==> config.mk <==
export PLATFORM = sky130hd
export DESIGN_NAME = first_fit_extent_allocator_top
export DESIGN_NICKNAME = d
export VERILOG_FILES = /design/src/rtl/ffea_pkg.sv /design/src/rtl/ffea_ctrl.sv /design/src/rtl/ffea_dpath.sv /design/src/rtl/first_fit_extent_allocator_top.sv
export VERILOG_INCLUDE_DIRS = /design/src /design/src/rtl
export SDC_FILE = /design/constraint.sdc
export NUM_CORES = 1
export LEC_CHECK = 0
export BUFFER_PORTS_ARGS = -buffer_cell sky130_fd_sc_hd__buf_4
export CAP_MARGIN = 10
export CORE_UTILIZATION = 50
export CTS_BUF_LIST = sky130_fd_sc_hd__clkbuf_2
export DETAILED_ROUTE_END_ITERATION = 6
export PLACE_DENSITY_LB_ADDON = 0.3
export SYNTH_ARGS = -nofsm -noshare
export SYNTH_HDL_FRONTEND = slang
export SYNTH_SLANG_ARGS = --single-unit
==> constraint.sdc <==
create_clock -name clk -period 12.58 [get_ports clk]
set_input_delay 3.774 -clock clk [delete_from_list [all_inputs] [get_ports clk]]
set_output_delay 3.774 -clock clk [all_outputs]
set_load 0.02 [all_outputs]
==> src/rtl/assert_macros.svh <==
// Assertion macros used by the top level of the extent allocator.
// Each macro samples on clk and is disabled while rst is high.
`ifndef ASSERT_MACROS_SVH
`define ASSERT_MACROS_SVH

// condition must hold at every edge
`define FFEA_ASSERT(lbl, cond, msg) \
  lbl: assert property (@(posedge clk) disable iff (rst) (cond)) else $error(msg);

// same-cycle implication
`define FFEA_ASSERT_IMP(lbl, ante, cons, msg) \
  lbl: assert property (@(posedge clk) disable iff (rst) (ante) |-> (cons)) else $error(msg);

// next-cycle implication
`define FFEA_ASSERT_NXT(lbl, ante, cons, msg) \
  lbl: assert property (@(posedge clk) disable iff (rst) (ante) |=> (cons)) else $error(msg);

`endif

==> src/rtl/ffea_pkg.sv <==
// Package of the first-fit extent allocator: item types, codes and the
// command/status structs between controller and datapath. No dependencies.
`default_nettype none

package ffea_pkg;

  localparam int MAX_EXTENTS_DEF = 16;
  localparam int ADDR_BITS_DEF   = 10;

  localparam int SIZE_W       = 11;
  localparam int FIELD_ADDR_W = 10;
  localparam int STATUS_W     = 2;
  localparam int APB_ADDR_W   = 3;
  localparam int APB_DATA_W   = 32;

  localparam logic [SIZE_W-1:0] REGION_RESET = 11'd1000;

  localparam logic OP_ALLOC = 1'b0;

  localparam logic [STATUS_W-1:0] ST_DONE       = 2'd0;
  localparam logic [STATUS_W-1:0] ST_NO_FIT     = 2'd1;
  localparam logic [STATUS_W-1:0] ST_TABLE_FULL = 2'd2;

  // register index as decoded from paddr[2]
  localparam logic REG_REGION_SIZE = 1'b0;

  // write-port selects
  localparam logic [3:0] WR_NONE       = 4'd0;
  localparam logic [3:0] WR_INIT       = 4'd1;
  localparam logic [3:0] WR_SHRINK     = 4'd2;
  localparam logic [3:0] WR_SHIFT_DN   = 4'd3;
  localparam logic [3:0] WR_MERGE_BOTH = 4'd4;
  localparam logic [3:0] WR_MERGE_PREV = 4'd5;
  localparam logic [3:0] WR_MERGE_NEXT = 4'd6;
  localparam logic [3:0] WR_SHIFT_UP   = 4'd7;
  localparam logic [3:0] WR_INSERT     = 4'd8;

  // scan pointer operations
  localparam logic [2:0] PTR_HOLD = 3'd0;
  localparam logic [2:0] PTR_CLR  = 3'd1;
  localparam logic [2:0] PTR_INC  = 3'd2;
  localparam logic [2:0] PTR_DEC  = 3'd3;
  localparam logic [2:0] PTR_TOP  = 3'd4;

  // extent count operations
  localparam logic [1:0] CNT_HOLD = 2'd0;
  localparam logic [1:0] CNT_INC  = 2'd1;
  localparam logic [1:0] CNT_DEC  = 2'd2;

  typedef struct packed {
    logic                    op;
    logic [SIZE_W-1:0]       block_size;
    logic [FIELD_ADDR_W-1:0] release_addr;
  } in_item_t;

  typedef struct packed {
    logic [FIELD_ADDR_W-1:0] granted_addr;
    logic [STATUS_W-1:0]     status;
  } out_item_t;

  typedef struct packed {
    logic                req_load;
    logic                rd_en;
    logic                rd_up;
    logic [2:0]          ptr_op;
    logic [3:0]          wr_sel;
    logic [1:0]          cnt_op;
    logic                prev_load;
    logic                pos_load;
    logic                res_load;
    logic                res_grant;
    logic [STATUS_W-1:0] res_status;
    logic                out_load;
  } cmd_t;

  typedef struct packed {
    logic in_alloc;
    logic in_size_zero;
    logic count_zero;
    logic rd_vld;
    logic fwd_more;
    logic up_more;
    logic fits;
    logic exact;
    logic above;
    logic join_prev;
    logic join_next;
    logic full;
    logic out_free;
  } stat_t;

endpackage

`default_nettype wire

==> src/rtl/ffea_ctrl.sv <==
// Controller of the extent allocator: sequences scan, shift, merge and
// insert steps. Depends on ffea_pkg for cmd_t, stat_t and codes.
`default_nettype none

module ffea_ctrl import ffea_pkg::*; (
  input  logic  clk,
  input  logic  rst,
  input  logic  cfg_wr,
  input  logic  req_valid,
  output logic  req_ready,
  input  stat_t stat,
  output cmd_t  cmd
);

  localparam logic [2:0] S_INIT  = 3'd0;
  localparam logic [2:0] S_IDLE  = 3'd1;
  localparam logic [2:0] S_ASCAN = 3'd2;
  localparam logic [2:0] S_RSCAN = 3'd3;
  localparam logic [2:0] S_SHDN  = 3'd4;
  localparam logic [2:0] S_SHUP  = 3'd5;
  localparam logic [2:0] S_RESP  = 3'd6;

  logic [2:0] state, state_next;

  assign req_ready = (state == S_IDLE) && !cfg_wr;

  always_comb begin
    cmd        = '0;
    state_next = state;
    case (state)
      S_INIT: begin
        cmd.wr_sel = WR_INIT;
        cmd.ptr_op = PTR_CLR;
        state_next = S_IDLE;
      end
      S_IDLE: begin
        if (req_ready && req_valid) begin
          cmd.req_load = 1'b1;
          if (stat.in_alloc) begin
            if (stat.in_size_zero || stat.count_zero) begin
              cmd.res_load   = 1'b1;
              cmd.res_status = ST_NO_FIT;
              state_next     = S_RESP;
            end else begin
              cmd.rd_en  = 1'b1;
              cmd.ptr_op = PTR_INC;
              state_next = S_ASCAN;
            end
          end else if (stat.in_size_zero) begin
            cmd.res_load   = 1'b1;
            cmd.res_status = ST_DONE;
            state_next     = S_RESP;
          end else begin
            cmd.rd_en  = !stat.count_zero;
            cmd.ptr_op = stat.count_zero ? PTR_HOLD : PTR_INC;
            state_next = S_RSCAN;
          end
        end
      end
      S_ASCAN: begin
        if (!stat.rd_vld) begin
          cmd.res_load   = 1'b1;
          cmd.res_status = ST_NO_FIT;
          state_next     = S_RESP;
        end else if (stat.fits) begin
          cmd.res_load   = 1'b1;
          cmd.res_grant  = 1'b1;
          cmd.res_status = ST_DONE;
          if (stat.exact) begin
            cmd.rd_en  = stat.fwd_more;
            cmd.ptr_op = stat.fwd_more ? PTR_INC : PTR_HOLD;
            state_next = S_SHDN;
          end else begin
            cmd.wr_sel = WR_SHRINK;
            state_next = S_RESP;
          end
        end else begin
          cmd.rd_en  = stat.fwd_more;
          cmd.ptr_op = stat.fwd_more ? PTR_INC : PTR_HOLD;
        end
      end
      S_RSCAN: begin
        if (stat.rd_vld && !stat.above) begin
          cmd.prev_load = 1'b1;
          cmd.rd_en     = stat.fwd_more;
          cmd.ptr_op    = stat.fwd_more ? PTR_INC : PTR_HOLD;
        end else begin
          cmd.res_load   = 1'b1;
          cmd.res_status = ST_DONE;
          if (stat.join_prev && stat.join_next) begin
            cmd.wr_sel = WR_MERGE_BOTH;
            cmd.rd_en  = stat.fwd_more;
            cmd.ptr_op = stat.fwd_more ? PTR_INC : PTR_HOLD;
            state_next = S_SHDN;
          end else if (stat.join_prev) begin
            cmd.wr_sel = WR_MERGE_PREV;
            state_next = S_RESP;
          end else if (stat.join_next) begin
            cmd.wr_sel = WR_MERGE_NEXT;
            state_next = S_RESP;
          end else if (stat.full) begin
            cmd.res_status = ST_TABLE_FULL;
            state_next     = S_RESP;
          end else begin
            cmd.pos_load = 1'b1;
            cmd.ptr_op   = PTR_TOP;
            state_next   = S_SHUP;
          end
        end
      end
      S_SHDN: begin
        cmd.rd_en  = stat.fwd_more;
        cmd.ptr_op = stat.fwd_more ? PTR_INC : PTR_HOLD;
        if (stat.rd_vld) begin
          cmd.wr_sel = WR_SHIFT_DN;
        end else if (!stat.fwd_more) begin
          cmd.cnt_op = CNT_DEC;
          state_next = S_RESP;
        end
      end
      S_SHUP: begin
        cmd.rd_up  = 1'b1;
        cmd.rd_en  = stat.up_more;
        cmd.ptr_op = stat.up_more ? PTR_DEC : PTR_HOLD;
        if (stat.rd_vld) begin
          cmd.wr_sel = WR_SHIFT_UP;
        end else if (!stat.up_more) begin
          cmd.wr_sel = WR_INSERT;
          cmd.cnt_op = CNT_INC;
          state_next = S_RESP;
        end
      end
      S_RESP: begin
        if (stat.out_free) begin
          cmd.out_load = 1'b1;
          cmd.ptr_op   = PTR_CLR;
          state_next   = S_IDLE;
        end
      end
      default: begin
        state_next = S_INIT;
      end
    endcase
    if (cfg_wr) begin
      state_next = S_INIT;
    end
  end

  always_ff @(posedge clk) begin
    if (rst) begin
      state <= S_INIT;
    end else begin
      state <= state_next;
    end
  end

endmodule

`default_nettype wire

==> src/rtl/ffea_dpath.sv <==
// Datapath of the extent allocator: extent memory, scan pointer, request,
// neighbour and result registers, output register. Depends on ffea_pkg.
`default_nettype none

module ffea_dpath import ffea_pkg::*; #(
  parameter int MAX_EXTENTS = MAX_EXTENTS_DEF,
  parameter int ADDR_BITS   = ADDR_BITS_DEF
) (
  input  logic              clk,
  input  logic              rst,
  input  logic              cfg_wr,
  input  logic [SIZE_W-1:0] region_size,
  input  in_item_t          req_item,
  input  cmd_t              cmd,
  output stat_t             stat,
  output logic              rsp_valid,
  input  logic              rsp_ready,
  output out_item_t         rsp_item
);

  localparam int IW = $clog2(MAX_EXTENTS);
  localparam int CW = $clog2(MAX_EXTENTS + 1);
  localparam int EW = 2 * ADDR_BITS;
  localparam int LW = ((ADDR_BITS > SIZE_W) ? ADDR_BITS : SIZE_W) + 1;

  // {start, end}, inclusive
  logic [EW-1:0] mem [MAX_EXTENTS];

  logic [EW-1:0]        rd_data;
  logic [IW-1:0]        rd_idx;
  logic                 rd_vld;
  logic [CW-1:0]        ptr;
  logic [CW-1:0]        count;
  logic [CW-1:0]        pos_q;
  logic [SIZE_W-1:0]    size_q;
  logic [ADDR_BITS-1:0] addr_q;
  logic [ADDR_BITS-1:0] last_q;
  logic [ADDR_BITS-1:0] prev_start;
  logic [ADDR_BITS-1:0] prev_end;
  logic [IW-1:0]        prev_idx;
  logic                 have_prev;
  logic [FIELD_ADDR_W-1:0] res_granted;
  logic [STATUS_W-1:0]  res_status;

  logic [ADDR_BITS-1:0] rd_start, rd_end;
  logic [ADDR_BITS:0]   len;
  logic [ADDR_BITS-1:0] in_addr;
  logic [LW-1:0]        last_w, top_w, rend_w;
  logic [ADDR_BITS-1:0] init_end;
  logic [CW-1:0]        ptr_m1;
  logic [IW-1:0]        rd_addr;
  logic                 wr_en;
  logic [IW-1:0]        wr_addr;
  logic [EW-1:0]        wr_data;

  assign rd_start = rd_data[EW-1:ADDR_BITS];
  assign rd_end   = rd_data[ADDR_BITS-1:0];
  assign len      = (ADDR_BITS+1)'(rd_end) - (ADDR_BITS+1)'(rd_start) + (ADDR_BITS+1)'(1);

  assign in_addr  = ADDR_BITS'(req_item.release_addr);
  assign top_w    = LW'({ADDR_BITS{1'b1}});
  assign last_w   = LW'(in_addr) + LW'(req_item.block_size) - LW'(1);
  assign rend_w   = (region_size == '0) ? '0 : LW'(region_size) - LW'(1);
  assign init_end = (rend_w > top_w) ? {ADDR_BITS{1'b1}} : rend_w[ADDR_BITS-1:0];

  assign ptr_m1  = ptr - CW'(1);
  assign rd_addr = cmd.rd_up ? ptr_m1[IW-1:0] : ptr[IW-1:0];

  always_comb begin
    stat.in_alloc     = (req_item.op == OP_ALLOC);
    stat.in_size_zero = (req_item.block_size == '0);
    stat.count_zero   = (count == '0);
    stat.rd_vld       = rd_vld;
    stat.fwd_more     = (ptr < count);
    stat.up_more      = (ptr > pos_q);
    stat.fits         = (rd_end >= rd_start) && (LW'(len) >= LW'(size_q));
    stat.exact        = (LW'(len) == LW'(size_q));
    stat.above        = (rd_start > addr_q);
    stat.join_prev    = have_prev
                        && ((ADDR_BITS+1)'(prev_end) + (ADDR_BITS+1)'(1)
                            == (ADDR_BITS+1)'(addr_q));
    stat.join_next    = rd_vld && (rd_start > addr_q)
                        && ((ADDR_BITS+1)'(last_q) + (ADDR_BITS+1)'(1)
                            == (ADDR_BITS+1)'(rd_start));
    stat.full         = (count == CW'(MAX_EXTENTS));
    stat.out_free     = !rsp_valid || rsp_ready;
  end

  always_comb begin
    wr_en   = 1'b1;
    wr_addr = rd_idx;
    wr_data = rd_data;
    case (cmd.wr_sel)
      WR_INIT: begin
        wr_addr = '0;
        wr_data = {{ADDR_BITS{1'b0}}, init_end};
      end
      WR_SHRINK: begin
        wr_data = {rd_start + ADDR_BITS'(size_q), rd_end};
      end
      WR_SHIFT_DN: begin
        wr_addr = rd_idx - IW'(1);
      end
      WR_MERGE_BOTH: begin
        wr_addr = prev_idx;
        wr_data = {prev_start, rd_end};
      end
      WR_MERGE_PREV: begin
        wr_addr = prev_idx;
        wr_data = {prev_start, last_q};
      end
      WR_MERGE_NEXT: begin
        wr_data = {addr_q, rd_end};
      end
      WR_SHIFT_UP: begin
        wr_addr = rd_idx + IW'(1);
      end
      WR_INSERT: begin
        wr_addr = pos_q[IW-1:0];
        wr_data = {addr_q, last_q};
      end
      default: begin
        wr_en = 1'b0;
      end
    endcase
  end

  always_ff @(posedge clk) begin
    if (wr_en) begin
      mem[wr_addr] <= wr_data;
    end
    if (cmd.rd_en) begin
      rd_data <= mem[rd_addr];
      rd_idx  <= rd_addr;
    end
  end

  always_ff @(posedge clk) begin
    if (rst) begin
      rd_vld    <= 1'b0;
      ptr       <= '0;
      count     <= CW'(1);
      have_prev <= 1'b0;
      rsp_valid <= 1'b0;
    end else begin
      rd_vld <= cmd.rd_en;
      case (cmd.ptr_op)
        PTR_CLR: ptr <= '0;
        PTR_INC: ptr <= ptr + CW'(1);
        PTR_DEC: ptr <= ptr_m1;
        PTR_TOP: ptr <= count;
        default: ptr <= ptr;
      endcase
      if (cfg_wr) begin
        count <= CW'(1);
      end else if (cmd.cnt_op == CNT_INC) begin
        count <= count + CW'(1);
      end else if (cmd.cnt_op == CNT_DEC) begin
        count <= count - CW'(1);
      end
      if (cmd.req_load) begin
        have_prev <= 1'b0;
      end else if (cmd.prev_load) begin
        have_prev <= 1'b1;
      end
      if (cmd.out_load) begin
        rsp_valid <= 1'b1;
      end else if (rsp_ready) begin
        rsp_valid <= 1'b0;
      end
    end
  end

  always_ff @(posedge clk) begin
    if (cmd.req_load) begin
      size_q <= req_item.block_size;
      addr_q <= in_addr;
      last_q <= (last_w > top_w) ? {ADDR_BITS{1'b1}} : last_w[ADDR_BITS-1:0];
    end
    if (cmd.prev_load) begin
      prev_start <= rd_start;
      prev_end   <= rd_end;
      prev_idx   <= rd_idx;
    end
    if (cmd.pos_load) begin
      pos_q <= (rd_vld && stat.above) ? CW'(rd_idx) : count;
    end
    if (cmd.res_load) begin
      res_granted <= cmd.res_grant ? FIELD_ADDR_W'(rd_start) : '0;
      res_status  <= cmd.res_status;
    end
    if (cmd.out_load) begin
      rsp_item.granted_addr <= res_granted;
      rsp_item.status       <= res_status;
    end
  end

endmodule

`default_nettype wire

==> src/rtl/first_fit_extent_allocator_top.sv <==
// First-fit extent allocator with coalescing: top level, APB register and
// assertions. Depends on ffea_pkg, ffea_ctrl, ffea_dpath, assert_macros.svh.
//
// Usage:
//   req channel (req_valid/req_ready/req_item) takes one item at a time:
//   allocate (op 0) of block_size units, or release (op 1) of block_size
//   units at release_addr. Each item gives exactly one rsp item
//   (rsp_valid/rsp_ready/rsp_item) with granted_addr and status, unless a
//   region_size write reloads the table before its result is loaded.
//   The scan reads the extents in order from the single extent memory; an
//   exact fit or a merge of both neighbours then moves the following
//   entries down, and an insert moves the entries from its position up.
//   Zero-size requests and allocates on an empty table skip the scan.
//   Reset loads region_size 1000 and one extent; the init state after
//   reset writes that extent while req_ready is low.
//   A write of region_size (address 0) reloads the table via the init state.
//   A stalled rsp holds the item in the output register; the next item
//   may be accepted meanwhile and its result waits for the register.
`default_nettype none

`include "assert_macros.svh"

module first_fit_extent_allocator_top import ffea_pkg::*; #(
  parameter int MAX_EXTENTS = MAX_EXTENTS_DEF,
  parameter int ADDR_BITS   = ADDR_BITS_DEF
) (
  input  logic                  clk,
  input  logic                  rst,
  input  logic                  req_valid,
  output logic                  req_ready,
  input  in_item_t              req_item,
  output logic                  rsp_valid,
  input  logic                  rsp_ready,
  output out_item_t             rsp_item,
  input  logic                  psel,
  input  logic                  penable,
  input  logic                  pwrite,
  input  logic [APB_ADDR_W-1:0] paddr,
  input  logic [APB_DATA_W-1:0] pwdata,
  output logic [APB_DATA_W-1:0] prdata,
  output logic                  pready
);

  logic [SIZE_W-1:0] region_size;
  logic              cfg_wr;
  cmd_t              cmd;
  stat_t             stat;

  assign pready = 1'b1;
  assign cfg_wr = psel && penable && pwrite && pready && (paddr[2] == REG_REGION_SIZE);
  assign prdata = (paddr[2] == REG_REGION_SIZE) ? APB_DATA_W'(region_size) : '0;

  always_ff @(posedge clk) begin
    if (rst) begin
      region_size <= REGION_RESET;
    end else if (cfg_wr) begin
      region_size <= pwdata[SIZE_W-1:0];
    end
  end

  ffea_ctrl u_ctrl (
    .clk       (clk),
    .rst       (rst),
    .cfg_wr    (cfg_wr),
    .req_valid (req_valid),
    .req_ready (req_ready),
    .stat      (stat),
    .cmd       (cmd)
  );

  ffea_dpath #(
    .MAX_EXTENTS (MAX_EXTENTS),
    .ADDR_BITS   (ADDR_BITS)
  ) u_dpath (
    .clk         (clk),
    .rst         (rst),
    .cfg_wr      (cfg_wr),
    .region_size (region_size),
    .req_item    (req_item),
    .cmd         (cmd),
    .stat        (stat),
    .rsp_valid   (rsp_valid),
    .rsp_ready   (rsp_ready),
    .rsp_item    (rsp_item)
  );

  `FFEA_ASSERT_IMP(a_out_slot_free, cmd.out_load, stat.out_free, "result loaded over a waiting item")
  `FFEA_ASSERT_NXT(a_one_in_flight, req_valid && req_ready, !req_ready, "second item taken while busy")
  `FFEA_ASSERT_IMP(a_nofit_zero, rsp_valid && rsp_item.status == ST_NO_FIT, rsp_item.granted_addr == '0, "no_fit with non-zero address")

endmodule

`default_nettype wire
**After elaboration in Yosys (flattened, before gate mapping)**

Memory sizes are Yosys's and may differ from the RTL's. A register that Yosys moved wholly into a read port is not among the register bits.
Cells that the tools add are included.

- Add/sub/neg operators: 14
- $lt $le $gt $ge: 7
- Eq/ne operators: 32
- Multiplexer cells: 103
- Bitwise gates (word level): 1
- Reduce and logical (&&, ||, !) cells: 29

Operators by type and width:

| operator | count |
|---|---|
| $pmux 20 s6 | 1 |
| $mux 3 | 24 |
| $mux 2 | 23 |
| $pmux 3 s7 | 2 |
| $pmux 4 s5 | 2 |
| $mux 1 | 32 |
| $gt 12x10->1 const B | 2 |
| $mux 4 | 6 |
| $add 10x1->11 const B | 2 |
| $eq 11x10->1 | 2 |
| $logic_not 11->1 | 2 |
| $pmux 5 s4 | 1 |
| $eq 4x3->1 const B | 4 |
| $mux 7 | 2 |
| $ne 2x2->1 const B | 7 |
| $add 10x11->12 | 1 |
| $eq 3x2->1 const B | 4 |
| $eq 3x3->1 const B | 4 |
| $mux 12 | 1 |
| $sub 11x1->12 const B | 1 |
| $sub 12x1->12 const B | 1 |
| $add 11x1->11 const B | 1 |
| $eq 11x11->1 | 1 |
| $ge 11x11->1 | 1 |
| 37 further kinds | 59 |

- Flip-flop bits (word level): 115
- Bits in writable memories: 320
- Input port bits: 64
- Output and inout port bits: 47
- Word-level logic and storage cells: 207
- Memories kept: 1

Memories:

| memory | depth | width | rd ports | clocked after Yosys merged registers in | write ports | line | source |
|---|---|---|---|---|---|---|---|
| u_dpath.mem | 16 | 20 | 1 | 1 | 1 | ffea_dpath.sv:27 | `logic [EW-1:0] mem [MAX_EXTENTS];` |

**Longest topological paths before layout**

- Word-level depth: 13
- Mapped depth: 26
- Gate-level depth less buffers: 25

**Hierarchy**

A second synthesis with hierarchy kept.

- Cell total of the unflattened synthesis: 1,564
- Area, all modules: 22,257.6 um^2

By module, submodules not included:

| module | instances | cells an instance | area an instance (um^2) | seq. area each (um^2) |
|---|---|---|---|---|
| ffea_dpath | 1 | 1,394 | 20,927.6 | 13,112.6 |
| first_fit_extent_allocator_top | 1 | 85 | 734.5 | 220.2 |
| ffea_ctrl | 1 | 85 | 595.6 | 60.1 |

**Least setup slack after synthesis**

Ideal clock, no wire load.

- Path type: input port to output port
- From: in penable
- To: out req_ready
- Data arrival time: 4,307 ps
- Required time: 8,806 ps
- Path slack: 4,499 ps
- Cell stages on the path: 2
- Buffers on the path: 0
- Cell sequence: and4b_1 -> nor2_1

- Cells in the longest elaborated chain, start to end: 5

RTL lines:

| what | line | source |
|---|---|---|
| start: declaration | first_fit_extent_allocator_top.sv:36 | `input logic penable,` |
| $logic_and 1x1->1 (3 in series) | first_fit_extent_allocator_top.sv:50 | `assign cfg_wr = psel && penable && pwrite && pready && (paddr[2] == REG_REGION_SIZE);` |
| $logic_not 1->1 | ffea_ctrl.sv:25 | `assign req_ready = (state == S_IDLE) && !cfg_wr;` |
| $logic_and 1x1->1 | ffea_ctrl.sv:25 |  |
| end: declaration | first_fit_extent_allocator_top.sv:30 | `output logic req_ready,` |

No other way between the ends.

**Worst setup path after layout**

- From: in paddr[2]
- To: out req_ready

- Cells in the longest elaborated chain, start to end: 4

RTL lines:

| what | line | source |
|---|---|---|
| start: declaration | first_fit_extent_allocator_top.sv:38 | `input logic [APB_ADDR_W-1:0] paddr,` |
| $not 1->1 | -- |  |
| $logic_and 1x1->1 | first_fit_extent_allocator_top.sv:50 |  |
| $logic_not 1->1 | ffea_ctrl.sv:25 |  |
| $logic_and 1x1->1 | ffea_ctrl.sv:25 |  |

No other way between the ends.

==> results by group <==
Status
  – Status: complete, but fails checks
  – Violated checks: design-rule violations

Placed design
  – Placed Cells incl. Taps: 2,170
  – Dpl ws: 3.750 ns
  – GPL Wtd Cong: 0.9538
  – Placed cell areas: 23,090 um^2
  – Input/output buffers: 65
  – DP HPWL: 33,650 um

STA
  – Clk_skew: 0.1048 ns
  – Hold Vio Cnt, Final: 0
  – Final hold slack: 0.4214 ns
  – Max Freq: 0.1135 GHz
  – Period utilisation layout: 70.05%
  – Setup WS post-layout: 3.767 ns
  – Max-slew headroom: 10.11%
  – TNS Setup: 0 ns
  – Tightest Pin Transition: 1.348 ns
  – Final setup violation count: 0
  – RSZ-0062 raised after global routing: no
  – Slew Viols, Final: 0
  – Tmin final: 8.813 ns

Logic synthesis
  – Cell Area, Synth: 21,770 um^2
  – Synth Register Bits: 455
  – Count of different cell masters after synthesis: 87
  – Seq/Total Area, Yosys: 61.52%
  – Synth warnings: 0
  – Avg Inst Size Synth: 14.14 um^2
  – Number of flops mapped to enable cells by yosys: 428
  – Synth Flop Type: edfxtp_1
  – Cells after Synth: 1,540
  – Async set-reset flop share out of synthesis: 0%

Min path
  – Hold WC Path Type: register to register

Clock tree
  – Maximum root-to-sink buffer count: 3
  – Clock Sink Count: 455
  – Clock transition at the registers of the reported paths: 0.12 ns
  – Worst skew pair latency: 1.14 ns
  – CTS tree: built
  – Root Buffer: clkbuf_2
  – CTS Buf Count: 111
  – Post-CTS Resized: 0
  – CTS H-tree lvls: 3
  – # hold bufs at CTS: 0
  – Post-CTS Setup Bufs: 0

Finish
  – Commonest non-fill, non-tap cell in the layout: edfxtp_1
  – Commonest cells after routing, fill and taps aside: 428 x edfxtp_1, 154 x clkbuf_2, 142 x nand2_1
  – Share of cells above drive strength 1: 22.30%
  – Layout Utilization: 56.27%
  – Non-filler cells, final: 2,384
  – Synth-to-Final Area Change: 11.11%
  – Final #Nets: 1,866
  – Design area: 24,190 um^2

Critical path
  – Crit-path max FO: 13
  – CP Launch Type: input port
  – Crit end category: output pin
  – CP Data Arrival Time: 5.04 ns
  – Critical path class: input port to output pin
  – Req. time, crit path: 8.81 ns

GRT
  – Grt ovf: 0
  – First-pass GRT wire length: 78,760 um
  – Initial antenna violation count: 2
  – Vias in the first global route: 13.76k
  – GRT Total Usage: 23.95%
  – Largest net degree at the start of global routing: 82

Floorplan
  – Initial Utilization: 50.65%
  – # rows: 76
  – Die height: 210.7 um
  – Die Span X: 210.7 um
  – Die ar.: 44,380 um^2
  – # IOs: 111
  – Core Box Area: 42,980 um^2

Routing
  – Via Count: 13.70k
  – Top Metal Used: met4
  – Vias/cell: 5.746
  – DRC viols: 5
  – Drt wl/cell: 21.72 um
  – Wire length on met1: 21,420 um
  – DR iter-0 viols: 1,010
  – Final WL: 51,770 um
  – Drt pass-1 iters: 7
  – WL met3: 3538 um
  – DR WL met2: 25,140 um
  – Antenna viol nets, final: 0

Power
  – Pwr dens: 212.6 nW/um^2
  – Worst VDD drop: 0.1683 mV
  – Total power: 5.143 mW
  – Leak Pwr: 8.856 nW

Flow run
  – Max Cap Violations: 0
state kept, by name (all words and copies together), names as in the netlist, 5 cells and up:
name	cells
u_dpath.count	5
u_dpath.mem	320
u_dpath.addr_q	10
u_dpath.prev_start	10
u_dpath.size_q	11
u_dpath.ptr	5
u_dpath.prev_end	10
u_dpath.pos_q	5
u_dpath.last_q	10
u_dpath.rsp_item	12
u_dpath.rd_data	20
u_dpath.res_granted	10
region_size	11
logic make-up after synthesis:
family | share of synthesized area (%)
compound gates | 8.306
xor+xnor | 2.650
fa+ha+maj | 6.173
buf+inv | 4.023
flops | 61.52
mux | 8.467
other cells | 0.03450
simple gates | 8.823
critical path, stage by stage:
cell and delay [ns]:
buf_4 0.18, and4b_1 0.75, nor2_1 0.13, buf_4 0.20
cells in the mapped netlist, types with 15 or more instances:
cell type	instances	share of area, %
xnor2_1	35	1.4
nor3_1	31	0.71
edfxtp_1	428	59
nand3_1	17	0.39
a211oi_1	28	0.97
nand2_1	142	2.4
nor2_1	41	0.71
dfxtp_1	27	2.5
nor2b_1	18	0.52
a21o_1	17	0.59
a22oi_1	18	0.62
nand4_1	16	0.46
mux4_2	80	8.3
buf_4	22	0.76
ha_1	93	5.3
clkbuf_1	39	0.67
xor2_1	29	1.2
a31oi_1	28	0.80
and2_1	24	0.69
a221oi_1	15	0.60
a21oi_1	52	1.2
inv_1	122	2.1
o21ai_0	39	0.90
power breakdown:
part	internal [mW]	switching [mW]
logic	0.763	1.17
clock network	0.387	0.606
registers	2.12	0.101
cell type report:
| type | instances | area, um^2 |
|---|---|---|
| antenna | 5 | 12.51 |
| tap | 585 | 732.0 |
| timing repair buffer | 104 | 790.8 |
| clock inverter | 53 | 301.5 |
| inverter | 123 | 461.7 |
| sequential | 455 | 13390 |
| multi-input combinational | 905 | 7725 |
| clock buffer | 154 | 770.7 |
| fill | 3596 | 18790 |
final timing paths:
| kind | start | end | slack (ns) | cells past startpoint |
|---|---|---|---|---|
| worst min register to register | u_dpath.res_status[0]$_DFFE_PP_ | u_dpath.rsp_item[0]$_DFFE_PP_ | 0.42 | 0 |
| worst max-delay path | paddr[2] | req_ready | 3.77 | 4 |
| worst max register to register | u_dpath.rd_data[12]$_DFFE_PP_ | u_dpath.mem[5][9]$_DFFE_PP_ | 5.48 | 24 |
| worst min-delay path | u_dpath.res_status[0]$_DFFE_PP_ | u_dpath.rsp_item[0]$_DFFE_PP_ | 0.42 | 0 |
layer usage:
| layer | vias to the layer above | GRT usage, % |
|---|---|---|
| met5 | - | 0 |
| met1 | 6792 | 31.42 |
| li1 | 6251 | - |
| met4 | 0 | 10.44 |
| met2 | 529 | 39.32 |
| met3 | 127 | 4.237 |
(Power assumes the default switching activity.)
